File: config.mk
export PLATFORM = sky130hd
export DESIGN_NAME = seam_feather_blend_core
export DESIGN_NICKNAME = d
export VERILOG_FILES = /design/src/sv/sfb_pkg.sv /design/src/sv/seam_feather_blend_core.sv /design/src/sv/sfb_weight.sv /design/src/sv/sfb_lane.sv /design/src/sv/sfb_merge.sv
export SDC_FILE = /design/constraint.sdc
export NUM_CORES = 2
export LEC_CHECK = 0
export BUFFER_PORTS_ARGS = -buffer_cell sky130_fd_sc_hd__buf_2
export CAP_MARGIN = 20
export CORE_MARGIN = 8
export CORE_UTILIZATION = 65
export DETAILED_ROUTE_END_ITERATION = 16
export PLACE_DENSITY = 0.82
export SYNTH_ARGS = -nofsm -noshare
export SYNTH_HDL_FRONTEND = slang
export SYNTH_SLANG_ARGS = --single-unit
export TNS_END_PERCENT = 50
File: constraint.sdc
create_clock -name clk -period 16.6 [get_ports clk]
set_clock_uncertainty 0.1 [all_clocks]
set_input_delay 3.32 -clock clk [delete_from_list [all_inputs] [get_ports clk]]
set_output_delay 3.32 -clock clk [all_outputs]
set_load 0.005 [all_outputs]
File: src/sv/sfb_pkg.sv
// Shared types and constants of the seam feather blender.
// No dependencies; imported by every module of the block.
package sfb_pkg;

	localparam int unsigned MAX_COLUMNS_DEF  = 4096;
	localparam int unsigned WEIGHT_FRAC_DEF  = 16;

	localparam int unsigned CHAN_W           = 8;
	localparam int unsigned START_W          = 12;
	localparam int unsigned LEFT_WIDTH_W     = 13;
	localparam int unsigned INV_W            = 17;
	localparam int unsigned CFG_DATA_W       = 17;
	localparam int unsigned CFG_INDEX_W      = 2;
	localparam int unsigned PROD_W           = LEFT_WIDTH_W + INV_W;

	localparam logic [CFG_INDEX_W-1:0] REG_OVERLAP_START   = 2'd0;
	localparam logic [CFG_INDEX_W-1:0] REG_LEFT_WIDTH      = 2'd1;
	localparam logic [CFG_INDEX_W-1:0] REG_INVERSE_OVERLAP = 2'd2;

	localparam logic [START_W-1:0]      OVERLAP_START_RST   = 12'd0;
	localparam logic [LEFT_WIDTH_W-1:0] LEFT_WIDTH_RST      = 13'd4096;
	localparam logic [INV_W-1:0]        INVERSE_OVERLAP_RST = 17'd16;

	typedef enum logic [1:0] {
		RGN_LEFT,
		RGN_BLEND,
		RGN_WARP
	} region_t;

	typedef struct packed {
		logic [CHAN_W-1:0] blue;
		logic [CHAN_W-1:0] green;
		logic [CHAN_W-1:0] red;
	} rgb_t;

	typedef struct packed {
		region_t region;
		logic    row_end;
	} ctl_t;

endpackage

File: src/sv/seam_feather_blend_core.sv
// Top level of the seam feather blender: stream ports, register file, pipeline.
// Depends on sfb_pkg, sfb_weight, sfb_lane and sfb_merge.
//
//  channel   | direction | handshake              | payload
//  ----------+-----------+------------------------+-------------------------------------
//  s_axis    | in        | tvalid / tready        | tdata: left rgb, warp rgb; tlast: row end
//  m_axis    | out       | tvalid / tready        | tdata: stitched rgb; tlast: row end
//  cfg       | in        | cfg_we (no wait)       | cfg_index, cfg_data
//
// One pixel pair per clock while the output side takes transfers. An input transfer
// passes the weight stage, lane multiply and merge register before output valid.
// The whole pipeline advances together; it holds while a result waits unclaimed in
// the output register, and a bubble in that register lets the next transfer in.
// Reset clears the column counter, valid flags and configuration registers to their defaults.
module seam_feather_blend_core import sfb_pkg::*; #(
	parameter int unsigned MAX_COLUMNS = MAX_COLUMNS_DEF,
	parameter int unsigned WEIGHT_FRAC = WEIGHT_FRAC_DEF
) (
	input  logic                   clk,
	input  logic                   arst_n,
	input  logic                   s_axis_tvalid,
	output logic                   s_axis_tready,
	// left_red, left_green, left_blue, warp_red, warp_green, warp_blue (low to high)
	input  logic [47:0]            s_axis_tdata,
	input  logic                   s_axis_tlast,
	output logic                   m_axis_tvalid,
	input  logic                   m_axis_tready,
	// out_red, out_green, out_blue (low to high)
	output logic [23:0]            m_axis_tdata,
	output logic                   m_axis_tlast,
	input  logic                   cfg_we,
	input  logic [CFG_INDEX_W-1:0] cfg_index,
	input  logic [CFG_DATA_W-1:0]  cfg_data
);

	logic [START_W-1:0]      overlap_start_q;
	logic [LEFT_WIDTH_W-1:0] left_width_q;
	logic [INV_W-1:0]        inverse_overlap_q;

	logic   adv;
	logic   accept;
	logic   v_s1_q;
	logic   v_s2_q;
	logic   out_valid_q;
	rgb_t   left_in;
	rgb_t   warp_in;
	logic   warp_black;
	rgb_t   left_s1;
	rgb_t   warp_s1;
	rgb_t   left_s2;
	rgb_t   warp_s2;
	ctl_t   ctl_s1;
	ctl_t   ctl_s2;
	rgb_t   mix_s2;
	rgb_t   out_pix_q;
	logic   out_row_end_q;
	logic [WEIGHT_FRAC:0] alpha_s1;

	// advance when the output register is empty or its transfer completes
	assign adv           = !out_valid_q || m_axis_tready;
	assign s_axis_tready = adv;
	assign accept        = s_axis_tvalid && adv;

	assign left_in = '{red: s_axis_tdata[7:0], green: s_axis_tdata[15:8],
		blue: s_axis_tdata[23:16]};
	assign warp_in = '{red: s_axis_tdata[31:24], green: s_axis_tdata[39:32],
		blue: s_axis_tdata[47:40]};
	assign warp_black = (warp_in == '0);

	// register file; unknown indexes drop the write
	always_ff @(posedge clk or negedge arst_n) begin
		if (!arst_n) begin
			overlap_start_q   <= OVERLAP_START_RST;
			left_width_q      <= LEFT_WIDTH_RST;
			inverse_overlap_q <= INVERSE_OVERLAP_RST;
		end else if (cfg_we) begin
			unique case (cfg_index)
				REG_OVERLAP_START:   overlap_start_q   <= cfg_data[START_W-1:0];
				REG_LEFT_WIDTH:      left_width_q      <= cfg_data[LEFT_WIDTH_W-1:0];
				REG_INVERSE_OVERLAP: inverse_overlap_q <= cfg_data[INV_W-1:0];
				default: ;
			endcase
		end
	end

	// valid flags move in lockstep with the payload
	always_ff @(posedge clk or negedge arst_n) begin
		if (!arst_n) begin
			v_s1_q      <= 1'b0;
			v_s2_q      <= 1'b0;
			out_valid_q <= 1'b0;
		end else if (adv) begin
			v_s1_q      <= accept;
			v_s2_q      <= v_s1_q;
			out_valid_q <= v_s2_q;
		end
	end

	// pixels ride alongside for the pass-through regions
	always_ff @(posedge clk) begin
		if (adv) begin
			left_s1 <= left_in;
			warp_s1 <= warp_in;
			left_s2 <= left_s1;
			warp_s2 <= warp_s1;
			ctl_s2  <= ctl_s1;
		end
	end

	sfb_weight #(
		.MAX_COLUMNS (MAX_COLUMNS),
		.WEIGHT_FRAC (WEIGHT_FRAC)
	) u_weight (
		.clk             (clk),
		.arst_n          (arst_n),
		.adv             (adv),
		.accept          (accept),
		.row_end         (s_axis_tlast),
		.warp_black      (warp_black),
		.overlap_start   (overlap_start_q),
		.left_width      (left_width_q),
		.inverse_overlap (inverse_overlap_q),
		.ctl_s1          (ctl_s1),
		.alpha_s1        (alpha_s1)
	);

	// one lane per colour channel
	sfb_lane #(.WEIGHT_FRAC(WEIGHT_FRAC)) u_lane_red (
		.clk       (clk),
		.adv       (adv),
		.left_chan (left_s1.red),
		.warp_chan (warp_s1.red),
		.alpha     (alpha_s1),
		.mix_s2    (mix_s2.red)
	);

	sfb_lane #(.WEIGHT_FRAC(WEIGHT_FRAC)) u_lane_green (
		.clk       (clk),
		.adv       (adv),
		.left_chan (left_s1.green),
		.warp_chan (warp_s1.green),
		.alpha     (alpha_s1),
		.mix_s2    (mix_s2.green)
	);

	sfb_lane #(.WEIGHT_FRAC(WEIGHT_FRAC)) u_lane_blue (
		.clk       (clk),
		.adv       (adv),
		.left_chan (left_s1.blue),
		.warp_chan (warp_s1.blue),
		.alpha     (alpha_s1),
		.mix_s2    (mix_s2.blue)
	);

	sfb_merge u_merge (
		.clk           (clk),
		.adv           (adv),
		.ctl           (ctl_s2),
		.left_pix      (left_s2),
		.warp_pix      (warp_s2),
		.mix_pix       (mix_s2),
		.out_pix_q     (out_pix_q),
		.out_row_end_q (out_row_end_q)
	);

	assign m_axis_tvalid = out_valid_q;
	assign m_axis_tdata  = {out_pix_q.blue, out_pix_q.green, out_pix_q.red};
	assign m_axis_tlast  = out_row_end_q;

endmodule

File: src/sv/sfb_weight.sv
// Column tracker and left-weight stage of the seam feather blender.
// Depends on sfb_pkg; feeds the lanes with a registered weight.
module sfb_weight import sfb_pkg::*; #(
	parameter int unsigned MAX_COLUMNS = MAX_COLUMNS_DEF,
	parameter int unsigned WEIGHT_FRAC = WEIGHT_FRAC_DEF
) (
	input  logic                    clk,
	input  logic                    arst_n,
	input  logic                    adv,
	input  logic                    accept,
	input  logic                    row_end,
	input  logic                    warp_black,
	input  logic [START_W-1:0]      overlap_start,
	input  logic [LEFT_WIDTH_W-1:0] left_width,
	input  logic [INV_W-1:0]        inverse_overlap,
	output ctl_t                    ctl_s1,
	output logic [WEIGHT_FRAC:0]    alpha_s1
);

	localparam int unsigned CW   = $clog2(MAX_COLUMNS);
	localparam int unsigned CMPW = (CW > LEFT_WIDTH_W) ? CW : LEFT_WIDTH_W;
	localparam int unsigned AW   = WEIGHT_FRAC + 1;
	localparam logic [PROD_W-1:0] ONE_P = PROD_W'(1) << WEIGHT_FRAC;
	localparam logic [CW-1:0]     LAST_COL = CW'(MAX_COLUMNS - 1);

	logic [CW-1:0]           col_q;
	logic [CMPW-1:0]         col_x;
	logic [CMPW-1:0]         lw_x;
	logic [CMPW-1:0]         st_x;
	logic [CMPW-1:0]         diff;
	logic [PROD_W-1:0]       prod;
	logic [AW-1:0]           alpha;
	region_t                 region;

	assign col_x = CMPW'(col_q);
	assign lw_x  = CMPW'(left_width);
	assign st_x  = CMPW'(overlap_start);
	assign diff  = lw_x - col_x;
	assign prod  = PROD_W'(diff[LEFT_WIDTH_W-1:0]) * PROD_W'(inverse_overlap);

	always_comb begin
		if (col_x >= lw_x) begin
			region = RGN_WARP;
		end else if (col_x < st_x) begin
			region = RGN_LEFT;
		end else begin
			region = RGN_BLEND;
		end
		// black warped pixel or overshoot: full left weight
		if (warp_black || (prod > ONE_P)) begin
			alpha = ONE_P[AW-1:0];
		end else begin
			alpha = prod[AW-1:0];
		end
	end

	always_ff @(posedge clk or negedge arst_n) begin
		if (!arst_n) begin
			col_q <= '0;
		end else if (accept) begin
			if (row_end || (col_q == LAST_COL)) begin
				col_q <= '0;
			end else begin
				col_q <= col_q + CW'(1);
			end
		end
	end

	always_ff @(posedge clk) begin
		if (adv) begin
			ctl_s1.region  <= region;
			ctl_s1.row_end <= row_end;
			alpha_s1       <= alpha;
		end
	end

endmodule

File: src/sv/sfb_lane.sv
// One colour channel mixer of the seam feather blender.
// Depends on sfb_pkg; three copies run side by side.
module sfb_lane import sfb_pkg::*; #(
	parameter int unsigned WEIGHT_FRAC = WEIGHT_FRAC_DEF
) (
	input  logic                 clk,
	input  logic                 adv,
	input  logic [CHAN_W-1:0]    left_chan,
	input  logic [CHAN_W-1:0]    warp_chan,
	input  logic [WEIGHT_FRAC:0] alpha,
	output logic [CHAN_W-1:0]    mix_s2
);

	localparam int unsigned AW   = WEIGHT_FRAC + 1;
	localparam int unsigned ACCW = CHAN_W + AW;
	localparam logic [AW-1:0] ONE_A = AW'(1) << WEIGHT_FRAC;

	logic [AW-1:0]   beta;
	logic [ACCW-1:0] acc;

	assign beta = ONE_A - alpha;
	assign acc  = ACCW'(left_chan) * ACCW'(alpha) + ACCW'(warp_chan) * ACCW'(beta);

	always_ff @(posedge clk) begin
		if (adv) begin
			mix_s2 <= acc[WEIGHT_FRAC+CHAN_W-1:WEIGHT_FRAC];
		end
	end

endmodule

File: src/sv/sfb_merge.sv
// Merge stage of the seam feather blender: picks left, warped or mixed pixel.
// Depends on sfb_pkg; drives the output register.
module sfb_merge import sfb_pkg::*; (
	input  logic clk,
	input  logic adv,
	input  ctl_t ctl,
	input  rgb_t left_pix,
	input  rgb_t warp_pix,
	input  rgb_t mix_pix,
	output rgb_t out_pix_q,
	output logic out_row_end_q
);

	rgb_t sel;

	always_comb begin
		unique case (ctl.region)
			RGN_LEFT:  sel = left_pix;
			RGN_BLEND: sel = mix_pix;
			RGN_WARP:  sel = warp_pix;
			default:   sel = warp_pix;
		endcase
	end

	always_ff @(posedge clk) begin
		if (adv) begin
			out_pix_q     <= sel;
			out_row_end_q <= ctl.row_end;
		end
	end

endmodule
# == After elaboration in Yosys (flattened, before gate mapping) ==
# Index checks and enable logic that the tools add are counted.
# totals
ff_bits,225
inputBits,73
wordCells,65
# classes
add_sub_neg,6
n_mul,7
magnitude_cmp,3
n_eq_ne,4
mux,3
n_reduce_logical,11
# op_table
cell,n
multiplier 8 x 17 -> 24 bit,6
adder 24 bit,3
one-hot mux 24 bit (2 select lines),1
> comparator 30 x 17 -> 1 bit (second input constant),1
multiplier 13 x 17 -> 30 bit,1
logical NOT 24 bit,1
subtractor 17 bit (first input constant),1
greater-or-equal comparator 12 x 13 -> 1 bit,1
subtractor 13 x 12 -> 13 bit,1
adder 12 x 1 -> 12 bit (second input constant),1
equality test 12 bit (second input constant),1
less-than comparator 12 bit,1
two-way mux 12 bit,1
AND reduction 2 bit,3
equality test 2 x 1 -> 1 bit (second input constant),2
logical NOT 2 bit,2
logical OR 1 bit,3
equality test 2 bit (second input constant),1
logical AND 1 bit,1
logical NOT 1 bit,1
two-way mux 1 bit,1

# == Logic depth before layout (Yosys ltp) ==
# depth
ltp_word,4
ltp_mapped,34
mapped_depth_nobuf,32

# == Modules after synthesis ==
# A second synthesis with hierarchy kept.
# hier_totals
cells_unflattened,4344
area_unflattened_um2,41556.1
# by_module_without_submodules
module,n_inst,cells_per_inst,area_per_inst_um2
sfb_weight,1,1123,9724.3
sfb_lane at u_lane_blue,1,984,8684.6
sfb_lane at u_lane_green,1,968,8604.5
sfb_lane at u_lane_red,1,958,8509.4
seam_feather_blend_core,1,206,4755.8
sfb_merge,1,105,1277.5

# == Worst setup path before layout ==
# OpenSTA, ideal clock, no wires.
# synth_timing
path_kind,input-to-output
from,in m_axis_tready
to,out s_axis_tready
arrival_time_ps,7476
t_required_ps,13180
setup_slack_ps,5704
path_stages,1
n_path_buf,0
cell_sequence,nand2b_1
# synth_between
elab_chain_cells,1
# synth_rtl
item,line_no,text
"start, declared",seam_feather_blend_core.sv:27,"input logic m_axis_tready,"
logical OR 1 bit,seam_feather_blend_core.sv:60,assign adv = !out_valid_q || m_axis_tready;
"end, declared",seam_feather_blend_core.sv:22,"output logic s_axis_tready,"
# No other way between the ends.

# == Final worst setup path ==
# layout_timing
from,reg u_weight.col_q[0]
to,"reg u_weight.alpha_s1[16], data pin"
# layout_between
elab_chain_cells,4
# layout_rtl
item,line_no,text
"start, declared",sfb_weight.sv:26,logic [CW-1:0] col_q;
"start signal, assigned",sfb_weight.sv:64,col_q <= col_q + CW'(1);
subtractor 13 x 12 -> 13 bit *,sfb_weight.sv:38,assign diff = lw_x - col_x;
multiplier 13 x 17 -> 30 bit *,sfb_weight.sv:39,assign prod = PROD_W'(diff[LEFT_WIDTH_W-1:0]) * PROD_W'(inverse_overlap);
> comparator 30 x 17 -> 1 bit,sfb_weight.sv:50,if (warp_black || (prod > ONE_P)) begin
logical OR 1 bit,sfb_weight.sv:50,
"end signal, assigned",sfb_weight.sv:73,alpha_s1 <= alpha;
"end, declared",sfb_weight.sv:17,output logic [WEIGHT_FRAC:0] alpha_s1
# Every way passes the cells marked *; elsewhere a longest branch is shown, timed or not.
# A chain may end at the register's enable or synchronous reset.

==> impl_metrics.json <==
{
  "status": "finished, final reports clean",
  "fillCellCount": 4541,
  "ys_ff_latch": 225,
  "async_reset_ff_share_pct": 25.33,
  "grt_use_total_pct": 26.53,
  "relSlewSlack_pct": 29.46,
  "initial_utilization_pct": 65.34,
  "drtPass1Iterations": 7,
  "vias": 28034,
  "arrival_ns": 9.00,
  "die_x_um": 264.4,
  "hold_path.class": "reg -> reg",
  "drt-initial-drc-count": 1750,
  "num_io_pins": 100,
  "finalWorstSetupSlack_ns": 7.783,
  "crit_path_end_kind": "register",
  "grt_pass1_wl_um": 151400,
  "ys.flop_type": "edfxtp_1",
  "postRouteAntennaNets": 0,
  "start_kind": "register",
  "hold_buffers": 0,
  "syn_area_um2": 40100,
  "clkLatencyLatePin_ns": 0.54,
  "critical_path_class": "reg -> reg",
  "slew_viol_final": 0,
  "yosys_warnings": 0,
  "drc": 0,
  "gp_congestion": 0.8900,
  "grt.overflow.total": 0,
  "grt_max_degree": 84,
  "core_area_um2": 61370,
  "ys_seq_area_share_pct": 16.15,
  "synth_edf_count": 168,
  "cts_resized": 0,
  "placementRows": 91,
  "cts-root-buf": "clkbuf_16",
  "max-clock-path-buffers": 3,
  "area_delta_synth_final_pct": 4.734,
  "period_share_pct": 53.11,
  "critPathMostFrequentCell": "fa_1",
  "layout_commonest_cell": "inv_1",
  "crit_fanout": 17,
  "cts_sinks": 225,
  "place_ws_ns": 7.847,
  "setup_violations": 0,
  "grt_pass1_vias": 30554,
  "placed_cell_area_um2": 41270,
  "vias_per_cell": 5.696,
  "drv_cap": 0,
  "slowest_stage": "a2111o_4",
  "setup_tns_ns": 0,
  "drive_gt1_share_pct": 6.244,
  "port_buffers": 99,
  "critPathMaxStageDelay_ns": 0.67,
  "fin_crit_ns": 8.817,
  "die_h_um": 264.4,
  "synthCells": 4143,
  "hold_viol": 0,
  "fin_area_um2": 42000,
  "cts-htree-levels": 1,
  "worst_slew_pin_slew_ns": 1.053,
  "rsz0062_at_grt": "false",
  "fp.dieArea_um2": 69890,
  "place_hpwl_um": 69500,
  "cts_tree": "built",
  "clk_pin_slew_ns": 0.06,
  "fmax_mhz": 113.4,
  "final_cell_mix": "inv_1, fa_1, nand2_1",
  "syn_nets": 5334,
  "n_antenna_cell": 0,
  "cts_buffers": 25,
  "syn_avg_cell_area_um2": 9.678,
  "finalWirelength_um": 89720,
  "antenna_found_initial": 0,
  "postCtsSetupBuffers": 0,
  "ys_types": 75,
  "wl_per_cell_um": 18.23,
  "crit_required_ns": 16.79,
  "final_net_count": 5307
}
area by class of cell:
type | instances | area (µm²) | area share [%]
repair buffers | 148 | 863.3 | 2.056
multi-input cells | 2843 | 29670 | 70.64
clock buffers | 34 | 679.4 | 1.618
inverters | 873 | 3277 | 7.803
flip-flops and latches | 225 | 6474 | 15.42
clock inverters | 9 | 47.55 | 0.1132
well taps | 790 | 988.4 | 2.354
Yosys cell counts (37+ instances only):
| library cell | n | area, µm² |
|---|---|---|
| a21oi_1 | 51 | 255.2 |
| dfrtp_1 | 55 | 1376 |
| nor2_1 | 66 | 247.7 |
| mux2_2 | 41 | 461.7 |
| ha_1 | 298 | 3729 |
| edfxtp_1 | 168 | 5045 |
| inv_1 | 873 | 3277 |
| nand2b_1 | 37 | 231.5 |
| xnor2_1 | 69 | 604.3 |
| o21ai_0 | 75 | 375.4 |
| fa_1 | 820 | 16420 |
| clkbuf_1 | 182 | 683.2 |
| nand2_1 | 741 | 2781 |
| and2_1 | 344 | 2152 |
through the flow:
step,instances,hold WS (ns),utilization (%)
2_1_floorplan,4143,0.3003,-
3_3_place_gp,4879,0.3022,67.25
3_5_place_dp,4879,0.3084,67.25
4_1_cts,4922,0.3215,68.43
5_1_grt,4922,0.3521,68.43
6_report,4922,0.3190,68.43
sequential cells by signal, summed over array words and instances (netlist names), 13 cells and up:
| signal | count |
|---|---|
| left_s2 | 24 |
| left_width_q | 13 |
| u_weight.alpha_s1 | 17 |
| warp_s2 | 24 |
| warp_s1 | 24 |
| left_s1 | 24 |
| inverse_overlap_q | 17 |
| u_merge.out_pix_q | 24 |
final timing paths:
path	end	slack [ns]	depth (start not counted)	from
setup / recovery	u_weight.alpha_s1[16]	7.78	28	u_weight.col_q[0]
hold reg to reg	ctl_s2[1]	0.32	0	u_weight.ctl_s1[1]
setup reg to reg	u_weight.alpha_s1[16]	7.78	28	u_weight.col_q[0]
min in group asynchronous	left_width_q[0]	2.82	2	arst_n
hold / removal	ctl_s2[1]	0.32	0	u_weight.ctl_s1[1]
max in group asynchronous	left_width_q[7]	13.13	2	arst_n
metal layers:
| metal | routed length, µm | up-vias | GRT usage [%] |
|---|---|---|---|
| met4 | 3283 | 0 | 9.098 |
| met2 | 44620 | 1223 | 45.57 |
| met3 | 7557 | 227 | 4.568 |
| met5 | 0 | - | 0 |
| met1 | 34260 | 14229 | 34.09 |
| li1 | - | 12355 | - |
worst max-delay path, delay by kind of cell, from the launching register on:
family	cells	cell delay [ns]
AOI/OAI and AO/OA	9	2.08
adders and majority gates	8	3.43
buffers and inverters	3	0.14
DFF	1	0.44
muxes	1	0.35
and+or+nand+nor	7	2.01
cell families after synthesis:
family                   after synthesis  share of synthesized area (%)
AO/OA/AOI/OAI                        225                          3.623
XOR/XNOR                              90                          1.985
adder cells (fa/ha/maj)             1118                          50.24
buffers and inverters               1075                          10.11
flip-flops                           225                          16.15
multiplexers                          77                          2.066
AND/OR/NAND/NOR                     1333                          15.84
Power is not shown: default switching activity piles up to over one toggle a cycle in this logic, so the estimate is an artifact.
